## src/rtl/psp_pkg.sv

```systemverilog
package psp_pkg;

	// Fixed field widths of the command and result transactions
	localparam int unsigned CMD_W  = 2;
	localparam int unsigned LIFE_W = 24;
	localparam int unsigned DT_W   = 16;
	localparam int unsigned SLOT_W = 10;
	localparam int unsigned CNT_W  = 11;
	localparam int unsigned CFG_W  = 11;

	localparam logic [LIFE_W-1:0] AGE_MAX = {LIFE_W{1'b1}};
	localparam logic [CFG_W-1:0]  POOL_SIZE_RST = 11'd1024;

	typedef enum logic [CMD_W-1:0] {
		CMD_CLEAR = 2'd0,
		CMD_SPAWN = 2'd1,
		CMD_TICK  = 2'd2,
		CMD_NOP   = 2'd3
	} cmd_t;

	// One queued command
	typedef struct packed {
		cmd_t              cmd;
		logic [LIFE_W-1:0] life;
		logic [DT_W-1:0]   dt;
	} item_t;

	// Handshake between front end and execution unit
	typedef struct packed {
		logic  valid;
		item_t item;
	} q_req_t;

endpackage

```

## src/rtl/psp_front.sv

```systemverilog
module psp_front (
	input  logic                        clk,
	input  logic                        arst_n,
	input  logic                        cmd_valid,
	output logic                        cmd_ready,
	input  logic [psp_pkg::CMD_W-1:0]   command,
	input  logic [psp_pkg::LIFE_W-1:0]  lifespan_ms,
	input  logic [psp_pkg::DT_W-1:0]    elapsed_ms,
	output psp_pkg::q_req_t             q_req,
	input  logic                        q_ready
);
	import psp_pkg::*;

	item_t      fifo_q [2];
	logic       wr_ptr_q;
	logic       rd_ptr_q;
	logic [1:0] cnt_q;
	logic       push;
	logic       pop;
	item_t      in_item;

	// Classify the incoming transaction
	always_comb begin
		in_item.cmd  = cmd_t'(command);
		in_item.life = lifespan_ms;
		in_item.dt   = elapsed_ms;
	end

	assign cmd_ready   = (cnt_q != 2'd2);
	assign push        = cmd_valid && cmd_ready;
	assign q_req.valid = (cnt_q != 2'd0);
	assign q_req.item  = fifo_q[rd_ptr_q];
	assign pop         = q_req.valid && q_ready;

	// Two-entry command queue
	always_ff @(posedge clk or negedge arst_n) begin
		if (!arst_n) begin
			wr_ptr_q <= 1'b0;
			rd_ptr_q <= 1'b0;
			cnt_q    <= 2'd0;
		end else begin
			if (push) begin
				wr_ptr_q <= ~wr_ptr_q;
			end
			if (pop) begin
				rd_ptr_q <= ~rd_ptr_q;
			end
			if (push && !pop) begin
				cnt_q <= cnt_q + 2'd1;
			end else if (pop && !push) begin
				cnt_q <= cnt_q - 2'd1;
			end
		end
	end

	always_ff @(posedge clk) begin
		if (push) begin
			fifo_q[wr_ptr_q] <= in_item;
		end
	end

endmodule

```

## config.mk

```make
export PLATFORM = sky130hd
export DESIGN_NAME = psp_front
export DESIGN_NICKNAME = d
export VERILOG_FILES = /design/src/rtl/psp_pkg.sv /design/src/rtl/psp_front.sv
export SDC_FILE = /design/constraint.sdc
export NUM_CORES = 1
export LEC_CHECK = 0
export BUFFER_PORTS_ARGS = -buffer_cell sky130_fd_sc_hd__buf_2
export CORE_ASPECT_RATIO = 0.9
export CORE_MARGIN = 2
export CORE_UTILIZATION = 52
export CTS_CLUSTER_SIZE = 16
export DETAILED_ROUTE_END_ITERATION = 10
export PLACE_DENSITY_LB_ADDON = 0.15
export SLEW_MARGIN = 25
export SYNTH_ARGS = -nofsm -noshare
export SYNTH_HDL_FRONTEND = slang
export SYNTH_SLANG_ARGS = --single-unit
```

## constraint.sdc

```tcl
create_clock -name clk -period 3.6 [get_ports clk]
set_input_delay 1.08 -clock clk [delete_from_list [all_inputs] [get_ports clk]]
set_output_delay 1.08 -clock clk [all_outputs]
set_load 0.005 [all_outputs]
```

==> flow_metrics.tcl <==
set metrics [dict create \
    power_frac_seq 0.494 \
    cp-start-kind "register" \
    hold_viol_final 0 \
    fin_area_um2 4100 \
    synth_edf_count 84 \
    ys_ff_latch 88 \
    rsz0062_at_grt "no" \
    max_stage_delay_ns 0.65 \
    die_h_um 81.0 \
    detail-route-antenna-nets 0 \
    cp_max_fo 15 \
    vias 1626 \
    p_sw_uw 841 \
    maxSlewHeadroom 0.663 \
    areaGrowthSynthToFinish_pct 19.6 \
    hp-class "reg2reg" \
    grt_max_degree 38 \
    wl_um 5090 \
    hold_buffers 0 \
    p_int_mw 2.22 \
    fin_cells 343 \
    fmax_mhz 342 \
    grt_usage 0.143 \
    layout-drive-gt1-share 0.593 \
    dp_cells 327 \
    final_core_util 0.633 \
    synthTopCellsByArea "edfxtp_1 (74%), mux2_4 (17%), dfrtp_1 (2.9%), buf_12 (2.3%), mux2_2 (0.99%)" \
    worst_pin_slew_ns 0.505 \
    cp_num_buf_inv 2 \
    vias_per_cell 4.74 \
    yosysWarnings 0 \
    fin_crit_sh 0.813 \
    synth_common_cells "edfxtp_1 (84), mux2_4 (39), buf_12 (4), dfrtp_1 (4)" \
    async_flop_share 0.0455 \
    cts_setup_buffers 0 \
    synth.avg_cell_area_um2 23.0 \
    fin_ws_ns 0.674 \
    critPathSlowestCell "dfrtp_2" \
    finalMaxSlewViolations 0 \
    drt-initial-drc-count 71 \
    io_pins 90 \
    overflow 0 \
    syn_area_um2 3430 \
    wl_per_cell_um 14.8 \
    pwr-share-clk 0.180 \
    fp-row-count 28 \
    yosys.cell_count.top_type "edfxtp_1" \
    yosys.area.top_type "edfxtp_1" \
    period_needed_ns 2.93 \
    swShare 0.275 \
    cts-root-buf "clkbuf_8" \
    die-width_um 89.6 \
    final_nets 295 \
    max_cap_viol_count 0 \
    post_cts_resized 0 \
    synth_top_area_share 0.736 \
    cp.required_ns 2.52 \
    nFillCells 484 \
    cts_max_path_buffers 2 \
    place.gp.congestion 0.677 \
    syn_nets 196 \
    ys_seq_area_frac 0.765 \
    vdd_drop_max_mv 0.380 \
    setup_viol 0 \
    drc 0 \
    netlist_instances 149 \
    synth.distinct_cells 15 \
    status "complete, no violations" \
    p_per_area_nw_per_um2 746 \
    place_worst_setup_slack_ns 0.988 \
    crit_type "reg2out" \
    cts_tree "yes" \
    portBuffers 89 \
    die_area_um2 7260 \
    grt_pass1_wl_um 7450 \
    p_leak_nw 1.66 \
    grt_pass1_vias 1596 \
    holdWs_ns 0.495 \
    insertion_delay_ns 0.34 \
    cts.htree.levels 3 \
    placed_area_um2 3950 \
    path_cells "buf_4 -> mux2_2 -> buf_2" \
    critPathArrivalTime_ns 1.85 \
    antenna_cells 0 \
    p_comb_frac 0.326 \
    synthFlopType "edfxtp_1" \
    endpoint_kind "output pin" \
    cts_buffers 9 \
    core_area_um2 6480 \
    multi_input_area_um2 718 \
    clock_sinks 88 \
    path_clk_slew_ns 0.08 \
    regArea_um2 2620 \
    antenna_found_initial 0 \
    start_util 0.529 \
    firstDrtPassIters 6 \
    clock_skew_ns 0.0102 \
    crit_family "flip-flops" \
    setup_tns_ns 0 \
    power_mw 3.06 \
    dp_hpwl_um 3450 \
]
-- cells by family (layout without fill, tap and decap cells) --
group | Yosys count | in the layout | share of synthesized area
adder cells (fa/ha/maj) | 1 | 1 | 0.00365
XOR/XNOR | 5 | 5 | 0.0128
multiplexers | 42 | 42 | 0.181
AND/OR/NAND/NOR | 7 | 7 | 0.00986
buffers and inverters | 6 | 110 | 0.0277
flip-flops | 88 | 88 | 0.765
-- metal layers --
layer / share of wire / global-route usage / up-vias
met1: 0.42 / 0.174 / 778
met5: 0 / 0 / -
met4: 0.015 / 0.0716 / 0
li1: - / - / 776
met2: 0.49 / 0.226 / 64
met3: 0.069 / 0.0508 / 8
-- power by group through the flow --
stage	Sequential (mW)	Combinational, mW	Clock, mW
2_1_floorplan	1.48	0.791	0
3_3_place_gp	1.52	1.02	0
3_5_place_dp	1.54	1.02	0
4_1_cts	1.52	1.02	0.569
5_1_grt	1.53	1.09	0.612
6_report	1.51	0.998	0.551
-- layout by cell type (no fill, tap or decap) --
cell / instances
xnor2_1: 3
or2_1: 1
nor2_4: 1
clkbuf_1: 1
clkbuf_8: 9
nor2_1: 1
ha_1: 1
mux2_2: 3
dfrtp_1: 3
mux2_4: 39
clkinv_2: 3
nand2_1: 2
buf_2: 89
inv_1: 1
buf_4: 3
buf_12: 1
dfrtp_2: 1
nand2b_1: 1
and3_2: 1
clkinv_1: 3
edfxtp_1: 84
xor2_1: 2
-- sequential cells by signal, summed over array words and instances (netlist names) --
signal and flops:
cnt_q 2, fifo_q 84, rd_ptr_q 1, wr_ptr_q 1
-- area by class of cell --
class | count | area share
clock buffer | 10 | 0.0311
clock inverter | 6 | 0.00641
inverter | 1 | 0.000915
multi-input combinational | 55 | 0.175
sequential | 88 | 0.640
tap | 90 | 0.0275
timing repair buffer | 93 | 0.119
-- worst reg2reg max path, stage by stage (launching register included) --
cell	delay [ns]
dfrtp_1	0.41
nand2b_1	0.15
nand2_1	0.13
nor2_4	0.20
buf_4	0.47
-- path summary, 6_finish.rpt --
check,startpoint,end,slack (ns),cells past startpoint
max reg2reg,cnt_q[0],fifo_q[0][17],1.84,4
min in group asynchronous,arst_n,wr_ptr_q,0.53,1
max in group asynchronous,arst_n,rd_ptr_q,2.93,1
min,cnt_q[1],cnt_q[1],0.50,1
max,rd_ptr_q,q_req[39],0.67,3
min reg2reg,cnt_q[1],cnt_q[1],0.50,1
(Power assumes the default switching activity.)
